$ cat config.mk
export PLATFORM = sky130hd
export DESIGN_NAME = command_frame_encoder
export DESIGN_NICKNAME = d
export VERILOG_FILES = /design/src/hw/rtl/cfe_pkg.sv /design/src/hw/rtl/command_frame_encoder.sv /design/src/hw/rtl/cfe_regs.sv /design/src/hw/rtl/cfe_builder.sv /design/src/hw/rtl/cfe_serializer.sv
export VERILOG_INCLUDE_DIRS = /design/src /design/src/hw/rtl
export SDC_FILE = /design/constraint.sdc
export NUM_CORES = 1
export LEC_CHECK = 0
export BUFFER_PORTS_ARGS = -buffer_cell sky130_fd_sc_hd__buf_4
export CORE_MARGIN = 8
export CORE_UTILIZATION = 50
export CTS_CLUSTER_DIAMETER = 40
export DETAILED_ROUTE_END_ITERATION = 6
export GPL_TIMING_DRIVEN = 0
export HOLD_SLACK_MARGIN = 0.03
export PLACE_DENSITY = 0.71
export SKIP_LAST_GASP = 1
export SYNTH_ARGS = -nofsm -noshare
export SYNTH_HDL_FRONTEND = slang
export SYNTH_SLANG_ARGS = --single-unit
$ cat constraint.sdc
create_clock -name i_clk -period 18.2 [get_ports i_clk]
set_input_delay 1.82 -clock i_clk [delete_from_list [all_inputs] [get_ports i_clk]]
set_output_delay 1.82 -clock i_clk [all_outputs]
set_load 0.02 [all_outputs]
$ cat src/hw/rtl/command_frame_encoder_macros.svh
// assertion macros used by the command frame encoder serializer
// expects a clock i_clk and an active-low reset i_rst_n in the including module
`ifndef COMMAND_FRAME_ENCODER_MACROS_SVH
`define COMMAND_FRAME_ENCODER_MACROS_SVH

// same-cycle implication, disabled during reset
`define CFE_ASSERT_NOW(lbl, ante, cons, msg) \
    lbl: assert property (@(posedge i_clk) disable iff (!i_rst_n) \
        (ante) |-> (cons)) else $error(msg);

// next-cycle implication, disabled during reset
`define CFE_ASSERT_NEXT(lbl, ante, cons, msg) \
    lbl: assert property (@(posedge i_clk) disable iff (!i_rst_n) \
        (ante) |=> (cons)) else $error(msg);

`endif

$ cat src/hw/rtl/cfe_pkg.sv
// shared types and constants of the command frame encoder
// no dependencies
`timescale 1ns / 1ps

package cfe_pkg;

    localparam int CFG_AW = 5;

    localparam logic [2:0] REG_ROBOT_ID   = 3'd0;
    localparam logic [2:0] REG_MOVE_CODE  = 3'd1;
    localparam logic [2:0] REG_WATER_CODE = 3'd2;
    localparam logic [2:0] REG_BRUSH_CODE = 3'd3;
    localparam logic [2:0] REG_STOP_CODE  = 3'd4;

    localparam logic [1:0] ACT_MOVE  = 2'd0;
    localparam logic [1:0] ACT_WATER = 2'd1;
    localparam logic [1:0] ACT_BRUSH = 2'd2;
    localparam logic [1:0] ACT_STOP  = 2'd3;

    localparam logic [7:0]  MOVE_LEN  = 8'h06;
    localparam logic [7:0]  SHORT_LEN = 8'h03;
    localparam logic [14:0] MAG_MAX   = 15'h7FFF;

    localparam logic [2:0] MOVE_LAST_IDX  = 3'd7;
    localparam logic [2:0] SHORT_LAST_IDX = 3'd4;

    typedef struct packed {
        logic [7:0] robot_id;
        logic [7:0] move_code;
        logic [7:0] water_code;
        logic [7:0] brush_code;
        logic [7:0] stop_code;
    } t_cfg;

    typedef struct packed {
        logic [7:0][7:0] bytes;
        logic [2:0]      last_idx;
    } t_frame;

endpackage

$ cat src/hw/rtl/command_frame_encoder.sv
// command frame encoder: command requests in, frame bytes out
// channels: input command request (i_valid / o_stall), output byte request
//   (o_valid / i_stall), apb port for robot id and the four command codes
// each accepted command becomes one frame: id, length, code, payload, checksum;
//   move frames are 8 bytes, water, brush and stop frames 5 bytes
// o_last_byte is high on the checksum byte that closes a frame
// an accepted command is held in the frame buffer until the byte shifter is free
// throughput: one byte per cycle when not stalled, set by the byte shifter; one
//   more command waits in the frame buffer while the current frame shifts out
// a stall on the output holds the current byte; once the frame buffer is full,
//   o_stall rises until the shifter takes the next frame
// reset (synchronous, active low) empties both stages and zeroes the
//   configuration, valid flags and byte count, but not the frame data
// configuration is to be written by the user only while no frame is pending;
//   the block itself does not enforce this
// depends on cfe_pkg, cfe_regs, cfe_builder, cfe_serializer
`timescale 1ns / 1ps

module command_frame_encoder (
    input  logic                      i_clk,
    input  logic                      i_rst_n,
    input  logic                      psel,
    input  logic                      penable,
    input  logic                      pwrite,
    input  logic [cfe_pkg::CFG_AW-1:0] paddr,
    input  logic [31:0]               pwdata,
    output logic [31:0]               prdata,
    output logic                      pready,
    input  logic                      i_valid,
    output logic                      o_stall,
    input  logic [1:0]                i_action,
    input  logic signed [15:0]        i_right_speed,
    input  logic signed [15:0]        i_left_speed,
    input  logic                      i_switch_on,
    input  logic [7:0]                i_brush_level,
    output logic                      o_valid,
    input  logic                      i_stall,
    output logic [7:0]                o_tx_byte,
    output logic                      o_last_byte
);
    import cfe_pkg::*;

    t_cfg   w_cfg;
    t_frame w_frame;
    logic   w_frame_valid;
    logic   w_take;

    cfe_regs u_regs (
        .i_clk   (i_clk),
        .i_rst_n (i_rst_n),
        .psel    (psel),
        .penable (penable),
        .pwrite  (pwrite),
        .paddr   (paddr),
        .pwdata  (pwdata),
        .prdata  (prdata),
        .pready  (pready),
        .o_cfg   (w_cfg)
    );

    cfe_builder u_builder (
        .i_clk         (i_clk),
        .i_rst_n       (i_rst_n),
        .i_cfg         (w_cfg),
        .i_valid       (i_valid),
        .o_stall       (o_stall),
        .i_action      (i_action),
        .i_right_speed (i_right_speed),
        .i_left_speed  (i_left_speed),
        .i_switch_on   (i_switch_on),
        .i_brush_level (i_brush_level),
        .o_frame_valid (w_frame_valid),
        .o_frame       (w_frame),
        .i_take        (w_take)
    );

    cfe_serializer u_serializer (
        .i_clk         (i_clk),
        .i_rst_n       (i_rst_n),
        .i_frame_valid (w_frame_valid),
        .i_frame       (w_frame),
        .o_take        (w_take),
        .o_valid       (o_valid),
        .i_stall       (i_stall),
        .o_tx_byte     (o_tx_byte),
        .o_last_byte   (o_last_byte)
    );

endmodule

$ cat src/hw/rtl/cfe_regs.sv
// apb configuration registers: robot id and the four command codes
// depends on cfe_pkg
`timescale 1ns / 1ps

module cfe_regs (
    input  logic                      i_clk,
    input  logic                      i_rst_n,
    input  logic                      psel,
    input  logic                      penable,
    input  logic                      pwrite,
    input  logic [cfe_pkg::CFG_AW-1:0] paddr,
    input  logic [31:0]               pwdata,
    output logic [31:0]               prdata,
    output logic                      pready,
    output cfe_pkg::t_cfg             o_cfg
);
    import cfe_pkg::*;

    t_cfg       r_cfg;
    logic [2:0] w_idx;
    logic       w_wr;
    logic [7:0] w_rd;

    assign w_idx  = paddr[CFG_AW-1:2];
    assign w_wr   = psel && penable && pwrite;
    assign pready = 1'b1;
    assign o_cfg  = r_cfg;

    always_ff @(posedge i_clk) begin
        if (!i_rst_n) begin
            r_cfg <= '0;
        end else if (w_wr) begin
            unique case (w_idx)
                REG_ROBOT_ID:   r_cfg.robot_id   <= pwdata[7:0];
                REG_MOVE_CODE:  r_cfg.move_code  <= pwdata[7:0];
                REG_WATER_CODE: r_cfg.water_code <= pwdata[7:0];
                REG_BRUSH_CODE: r_cfg.brush_code <= pwdata[7:0];
                REG_STOP_CODE:  r_cfg.stop_code  <= pwdata[7:0];
                default: ;
            endcase
        end
    end

    always_comb begin
        unique case (w_idx)
            REG_ROBOT_ID:   w_rd = r_cfg.robot_id;
            REG_MOVE_CODE:  w_rd = r_cfg.move_code;
            REG_WATER_CODE: w_rd = r_cfg.water_code;
            REG_BRUSH_CODE: w_rd = r_cfg.brush_code;
            REG_STOP_CODE:  w_rd = r_cfg.stop_code;
            default:        w_rd = 8'h00;
        endcase
    end

    assign prdata = {24'h000000, w_rd};

endmodule

$ cat src/hw/rtl/cfe_builder.sv
// builds a whole frame with checksum from one command request into a frame buffer
// depends on cfe_pkg
`timescale 1ns / 1ps

module cfe_builder (
    input  logic                i_clk,
    input  logic                i_rst_n,
    input  cfe_pkg::t_cfg       i_cfg,
    input  logic                i_valid,
    output logic                o_stall,
    input  logic [1:0]          i_action,
    input  logic signed [15:0]  i_right_speed,
    input  logic signed [15:0]  i_left_speed,
    input  logic                i_switch_on,
    input  logic [7:0]          i_brush_level,
    output logic                o_frame_valid,
    output cfe_pkg::t_frame     o_frame,
    input  logic                i_take
);
    import cfe_pkg::*;

    // sign-magnitude with saturation, {hi, lo}
    function automatic logic [15:0] speed_bytes(input logic [15:0] v);
        logic        neg;
        logic [15:0] mag;
        neg = v[15];
        mag = neg ? (~v + 16'd1) : v;
        if (mag[15]) begin
            mag = {1'b0, MAG_MAX};
        end
        return {neg, mag[14:8], mag[7:0]};
    endfunction

    logic            r_valid;
    t_frame          r_frame;
    t_frame          n_frame;
    logic            w_accept;
    logic [15:0]     w_right;
    logic [15:0]     w_left;
    logic [7:0]      w_sum;
    logic [7:0]      w_chk;

    assign o_stall       = r_valid && !i_take;
    assign w_accept      = i_valid && !o_stall;
    assign o_frame_valid = r_valid;
    assign o_frame       = r_frame;

    assign w_right = speed_bytes(i_right_speed);
    assign w_left  = speed_bytes(i_left_speed);

    always_comb begin
        n_frame          = '0;
        n_frame.bytes[0] = i_cfg.robot_id;
        unique case (i_action)
            ACT_MOVE: begin
                n_frame.bytes[1] = MOVE_LEN;
                n_frame.bytes[2] = i_cfg.move_code;
                n_frame.bytes[3] = w_right[15:8];
                n_frame.bytes[4] = w_right[7:0];
                n_frame.bytes[5] = w_left[15:8];
                n_frame.bytes[6] = w_left[7:0];
                n_frame.last_idx = MOVE_LAST_IDX;
            end
            ACT_WATER: begin
                n_frame.bytes[1] = SHORT_LEN;
                n_frame.bytes[2] = i_cfg.water_code;
                n_frame.bytes[3] = {7'd0, i_switch_on};
                n_frame.last_idx = SHORT_LAST_IDX;
            end
            ACT_BRUSH: begin
                n_frame.bytes[1] = SHORT_LEN;
                n_frame.bytes[2] = i_cfg.brush_code;
                n_frame.bytes[3] = i_brush_level;
                n_frame.last_idx = SHORT_LAST_IDX;
            end
            ACT_STOP: begin
                n_frame.bytes[1] = SHORT_LEN;
                n_frame.bytes[2] = i_cfg.stop_code;
                n_frame.bytes[3] = {7'd0, i_switch_on};
                n_frame.last_idx = SHORT_LAST_IDX;
            end
            default: ;
        endcase
        // bytes past the payload are zero on short frames, so one sum covers both
        w_sum = n_frame.bytes[0] + n_frame.bytes[1] + n_frame.bytes[2] + n_frame.bytes[3]
              + n_frame.bytes[4] + n_frame.bytes[5] + n_frame.bytes[6];
        w_chk = ~w_sum + 8'd1;
        n_frame.bytes[n_frame.last_idx] = w_chk;
    end

    always_ff @(posedge i_clk) begin
        if (!i_rst_n) begin
            r_valid <= 1'b0;
        end else if (w_accept) begin
            r_valid <= 1'b1;
        end else if (i_take) begin
            r_valid <= 1'b0;
        end
    end

    always_ff @(posedge i_clk) begin
        if (w_accept) begin
            r_frame <= n_frame;
        end
    end

endmodule

$ cat src/hw/rtl/cfe_serializer.sv
// shifts a buffered frame out one byte per request and flags the checksum byte
// depends on cfe_pkg and command_frame_encoder_macros.svh
`timescale 1ns / 1ps
`include "command_frame_encoder_macros.svh"

module cfe_serializer (
    input  logic            i_clk,
    input  logic            i_rst_n,
    input  logic            i_frame_valid,
    input  cfe_pkg::t_frame i_frame,
    output logic            o_take,
    output logic            o_valid,
    input  logic            i_stall,
    output logic [7:0]      o_tx_byte,
    output logic            o_last_byte
);
    import cfe_pkg::*;

    logic            r_valid;
    logic [7:0][7:0] r_bytes;
    logic [2:0]      r_left;
    logic            w_load;
    logic            w_out_acc;
    logic            w_at_last;

    assign w_at_last = (r_left == 3'd0);
    assign w_out_acc = r_valid && !i_stall;
    assign o_take    = !r_valid || (w_out_acc && w_at_last);
    assign w_load    = i_frame_valid && o_take;

    assign o_valid     = r_valid;
    assign o_tx_byte   = r_bytes[0];
    assign o_last_byte = w_at_last;

    always_ff @(posedge i_clk) begin
        if (!i_rst_n) begin
            r_valid <= 1'b0;
            r_left  <= 3'd0;
        end else if (w_load) begin
            r_valid <= 1'b1;
            r_left  <= i_frame.last_idx;
        end else if (w_out_acc) begin
            r_left <= r_left - 3'd1;
            if (w_at_last) begin
                r_valid <= 1'b0;
            end
        end
    end

    always_ff @(posedge i_clk) begin
        if (w_load) begin
            r_bytes <= i_frame.bytes;
        end else if (w_out_acc) begin
            r_bytes <= {8'h00, r_bytes[7:1]};
        end
    end

    `CFE_ASSERT_NEXT(a_no_cut, w_out_acc && !w_at_last, r_valid, "frame cut short")
    `CFE_ASSERT_NEXT(a_count_down, w_out_acc && !w_at_last,
        r_left == $past(r_left) - 3'd1, "byte count skipped")
    `CFE_ASSERT_NEXT(a_load_len, w_load,
        r_valid && (r_left == $past(i_frame.last_idx)), "frame length not loaded")
    `CFE_ASSERT_NOW(a_take_free, w_load && r_valid, w_at_last && !i_stall,
        "frame loaded over busy shifter")

endmodule

Word-level counts from Yosys, hierarchy flattened

Index checks and enable logic that the tools add are counted.
W data, S select, Z words.

Reduce and logical (&&, ||, !) cells: 26
$lt $le $gt $ge: 2
Shift-type cells: 0
Bitwise logic cells: 3
Muxes and demuxes: 20
Divide/modulo/power cells: 0
$mul: 0
Equality and inequality tests: 7
Add/subtract/negate cells: 10

Operator list:

| operator                | count |
|---|---|
| $mux W64                | 2 |
| $pmux W24 S4            | 1 |
| $bwmux W64              | 1 |
| $add A8 B8 Y8           | 6 |
| $pmux W8 S5             | 1 |
| $add A16 B1 Y16 const B | 2 |
| $mux W16                | 2 |
| $not A16 Y16            | 2 |
| $mux W15                | 2 |
| $demux W8 S3            | 1 |
| $mux W24                | 1 |
| $reduce_and A2 Y1       | 6 |
| $add A8 B1 Y8 const B   | 1 |
| $logic_and A1 B1 Y1     | 8 |
| $mux W8                 | 1 |
| $not A8 Y8              | 1 |
| $eq A3 B2 Y1 const B    | 2 |
| $logic_not A3 Y1        | 2 |
| $mux W3                 | 2 |
| $pmux W3 S2             | 1 |
| $reduce_bool A2 Y1      | 3 |
| $mux W1                 | 5 |
| $eq A2 B2 Y1 const B    | 2 |
| $logic_not A1 Y1        | 4 |
| 9 further kinds         | 9 |

Memories kept: 0
Bits in writable memories: 0
Register bits after elaboration: 176
Word-level logic and storage cells: 93
Input port bits: 87
Memory bits (read-only): 0
Latch bits: 0
Output and inout port bits: 44

Longest topological paths before layout

Depth after elaboration: 14
Mapped depth: 24

Modules after synthesis

From an unflattened synthesis, not the netlist that was laid out.

Cell total of the unflattened synthesis: 897
Area, all modules: 9417.8 um2

Modules (own cells, without submodules):

| module         | seq. area each (um2) | times used | area each (um2) | cells an instance |
|---|---|---|---|---|
| cfe_builder    | 1761.7               | 1          | 4383.0          | 393 |
| cfe_serializer | 2001.9               | 1          | 3000.4          | 290 |
| cfe_regs       | 800.8                | 1          | 2034.5          | 214 |

Worst setup path before layout

OpenSTA, ideal clock, no wires.

Path kind: in2reg
Start: input i_left_speed[0]
End: register u_builder.r_frame (netlist bit u_builder.o_frame[66]), data pin
Stages: 20
Arrival: 7.082 ns
Slack: 10.849 ns
Path buffers: 1
Required time: 17.931 ns
Cell sequence: or4_1 or3_1 clkbuf_1 or3_1 nor3_1 a21oi_1 o221a_2 fa_1 inv_1 fa_1 inv_1 fa_1 ha_1 ha_1 or4b_2 o2111ai_1 nor3_1 xnor2_1 xnor2_1 nor2_1

Longest elaborated chain between the ends: 10

RTL lines:

| item                 | RTL line                    | source |
|---|---|---|
| from (decl)          | command_frame_encoder.sv:33 | `input logic signed [15:0] i_left_speed,` |
| $not A16 Y16         | cfe_builder.sv:27           | `mag = neg ? (~v + 16'd1) : v;` |
| $add A16 B1 Y16      | cfe_builder.sv:27           |  |
| $mux W16 (*)         | cfe_builder.sv:27           |  |
| $mux W15 (*)         | cfe_builder.sv:28           | `if (mag[15]) begin` |
| $mux W24 (*)         | cfe_builder.sv:54           | `unique case (i_action)` |
| $add A8 B8 Y8        | cfe_builder.sv:86           | `+ n_frame.bytes[4] + n_frame.bytes[5] + n_frame.bytes[6];` |
| $add A8 B8 Y8 (*)    | cfe_builder.sv:86           |  |
| $not A8 Y8 (*)       | cfe_builder.sv:87           | `w_chk = ~w_sum + 8'd1;` |
| $add A8 B1 Y8 (*)    | cfe_builder.sv:87           |  |
| $bwmux W64 (*)       | cfe_builder.sv:88           | `n_frame.bytes[n_frame.last_idx] = w_chk;` |
| to (signal assigned) | cfe_builder.sv:103          | `r_frame <= n_frame;` |
| to (decl)            | cfe_builder.sv:35           | `t_frame r_frame;` |

Every way passes the cells marked *; elsewhere a longest branch is shown, timed or not.
A chain may end at the register's enable or synchronous reset.

==> impl_metrics.ini <==
[floorplan]
fp.dieH_um = 152
start_util_pct = 51.0
rows = 49
fp.coreArea_mm2 = 0.0180
dieArea_mm2 = 0.0230
pin_count = 131
die_w_um = 152

[worst_setup_path]
cp.depth = 20
startpoint = i_left_speed[0]
crit_slowest_cell = fa_1
crit_buf_inv = 4
crit_family = adder cells
worstPathMaxFanout = 7
rr_startpoint = u_regs.o_cfg[26]
slowest_delay_ns = 0.65
setup.worst_path.end_class = register
required_ns = 18.44
crit_chain = buf_4 -> or4_1 -> or3_1 -> clkbuf_1 -> nor3_1 -> o21ai_0 -> fa_1 -> inv_1 -> fa_1 -> fa_1 -> fa_1 -> inv_1 -> fa_1 -> nand2b_1 -> a21oi_1 -> o22ai_1 -> xnor3_1 -> xnor2_1 -> nor2_1 -> nor2_1
crit_arrival_ns = 8.26
critPathLaunchType = input pin
crit_type = input pin to register
cpMostUsedCell = fa_1
rr_worst_depth = 16

[outcome]
status = complete, no violations

[cells_and_area]
drive_gt1_share_pct = 17.7
utilization_pct = 60.0
fin_nets = 1119
n_antenna_cell = 0
areaGrowthSynthToFinish_pct = 17.6

[timing]
tns_ns = 0
fin_crit_sh_pct = 44.1
drv_slew = 0
rsz0062_at_grt = no
layout_min_cycle_time_ns = 8.02
max_freq_ghz = 0.125
tightestPinTransition_ns = 1.14
relSlewSlack_pct = 23.7
hold_viol = 0
finClkSkew_ns = 0.0193
setup_viol = 0

[place]
port-buffer-count = 76
gp_congestion = 0.880
hpwl_um = 16000

[synth]
seq_area_frac_synth_pct = 49.6
synth_area_per_cell_um2 = 10.6
ys_types = 56
synth_edf_count = 122
synth_cells = 864
synth_area_leaders = edfxtp_1, dfxtp_1, nand2_1
synth_ff_type = edfxtp_1
ys_ff_latch = 167
syn_area_mm2 = 0.00920
netlist.area_leader.share_pct = 39.8
yosysTopAreaCell = edfxtp_1
async_flop_share_pct = 0
ys_warn_count = 0

[grt]
grt_pass1_vias = 6283
track_usage_pct = 19.1
grt_max_degree = 35
antenna_found_initial = 0
overflow = 0
grt_pass1_wl_um = 33700

[flow_run]
cap_viol_max_count = 0

[cts]
post_cts_buffers = 0
post_cts_resized = 0
clk_path_buf_depth = 2
numCtsBuffers = 17
path_clk_slew_ns = 0.07
clk_latency_ns = 0.44
htreeDepth = 4
clockRootBuffer = clkbuf_16
clock_sinks = 167
hold_buffers = 0
cts_tree = done

[power_and_ir_drop]
p_leak_nw = 4.52
power.total_mw = 1.03
powerDensity_mw_per_mm2 = 95.1
peakVddDrop_mv = 0.0685
combPwrFrac_pct = 21.1
power_switching_mw = 0.305
seqPwrFrac_pct = 44.9
sw_frac_of_total_pct = 29.6
clockPowerShare_pct = 34.0
p_int_mw = 0.724

[route]
wl_um = 21200
postRouteAntennaNets = 0
via_count = 6429
drt_iter0_drc = 456
wl_per_cell_um = 17.3
viasPerCell = 5.24
dr.pass1.iters = 5
drc = 0

[min_path]
worstHoldPathType = register to register
min_delay_path_depth = 2
worstHoldStart = u_builder.o_frame[37]
-- synth_stat cells (all sizes together), types with 2 or more instances --
cell and instances:
a211oi 2, a21boi 3, a21oi 24, a22oi 14
and2 17, and3 2, buf 37, clkbuf 35
conb 2, dfxtp 45, edfxtp 122, fa 27
ha 19, inv 55, mux2 9, mux2i 43
mux4 9, nand2 171, nand2b 7, nand3 9
nor2 34, nor2b 46, nor3 8, nor3b 2
nor4 5, o211ai 2, o21a 5, o21ai 28
o21bai 2, o22ai 8, o31a 2, o31ai 3
o41ai 2, or2 4, or3 7, or4 3
xnor2 25, xor2 14
-- routing by layer --
| metal | share of wire, % | global-route usage (%) | up-vias | routed length (um) |
|---|---|---|---|---|
| li1 | - | - | 3137 | - |
| met2 | 46 | 29.8 | 226 | 9740 |
| met5 | 0 | 0 | - | 0 |
| met4 | 1.5 | 5.98 | 0 | 313 |
| met3 | 6.0 | 3.36 | 30 | 1270 |
| met1 | 47 | 26.8 | 3036 | 9920 |
-- state kept, by name, summed over array words and instances (netlist names) --
register and cells:
u_serializer.r_left 3, u_regs.o_cfg 40, u_serializer.o_tx_byte 8, u_serializer.r_bytes 56
u_builder.o_frame 58, u_serializer.o_valid 1, u_builder.o_frame_valid 1
-- power groups by stage --
stage | logic [mW] | clock network [mW] | registers (mW)
after CTS | 0.216 | 0.353 | 0.462
final | 0.217 | 0.350 | 0.462
after global routing | 0.242 | 0.368 | 0.465
after floorplan | 0.149 | 0 | 0.469
after global placement | 0.207 | 0 | 0.472
after detailed placement | 0.215 | 0 | 0.470
-- worst register-to-register path, stage by stage, from the launching register on --
cell	delay, ns
dfxtp_1	0.34
mux4_2	0.52
inv_1	0.11
fa_1	0.41
inv_1	0.09
fa_1	0.42
fa_1	0.52
fa_1	0.55
inv_1	0.07
fa_1	0.45
nand2b_1	0.18
a21oi_1	0.14
o22ai_1	0.12
xnor3_1	0.42
xnor2_1	0.28
nor2_1	0.07
nor2_1	0.24
-- through the flow --
| step | instance area (um2) | hold slack (ns) | std cells | setup slack, ns |
|---|---|---|---|---|
| after floorplan | 9280 | 0.452 | 887 | 10.85 |
| after global placement | 10100 | 0.484 | 1192 | 9.89 |
| after detailed placement | 10200 | 0.491 | 1195 | 9.88 |
| after CTS | 10800 | 0.503 | 1227 | 10.30 |
| after global routing | 10800 | 0.527 | 1228 | 9.90 |
| final | 10800 | 0.504 | 1228 | 10.18 |
-- path summary, 6_finish.rpt --
check	end	slack, ns
hold / removal	u_serializer.r_bytes[34]	0.50
hold reg to reg	u_serializer.r_bytes[34]	0.50
setup / recovery	u_builder.o_frame[42]	10.18
setup reg to reg	u_builder.o_frame[42]	13.07
-- area by class of cell --
cell class              count  area [um2]
flip-flops and latches    167        4560
clock buffers              17         425
well taps                 229         287
repair buffers             80         646
plain buffers              72         403
fillers                  1520        7210
multi-input cells         593        4130
clock inverters            15         158
inverters                  55         206
-- layout by cell type (no fill, tap or decap), types with 14 or more instances in the layout --
master     instances
dfxtp_1           45
and2_1            17
buf_4            110
ha_1              19
xor2_1            14
inv_1             55
nor2b_1           45
edfxtp_1         122
xnor2_1           25
a22oi_1           14
clkbuf_1          35
nor2_1            34
a21oi_1           22
clkbuf_16         17
mux2i_1           43
o21ai_0           28
nand2_1          171
conb_1            25
fa_1              27
-- cells by family after synthesis --
kind of cell               Yosys count  synth area share, %
xor gates and xnor gates            40                 3.96
buffers and inverters              127                 6.63
other                                2               0.0817
AOI/OAI and AO/OA                  102                 7.09
DFF                                167                 49.6
adders and majority gates           46                 8.46
and+or+nand+nor                    319                 16.2
muxes                               61                 7.99
No activity file was read; power rests on OpenSTA's default activity.
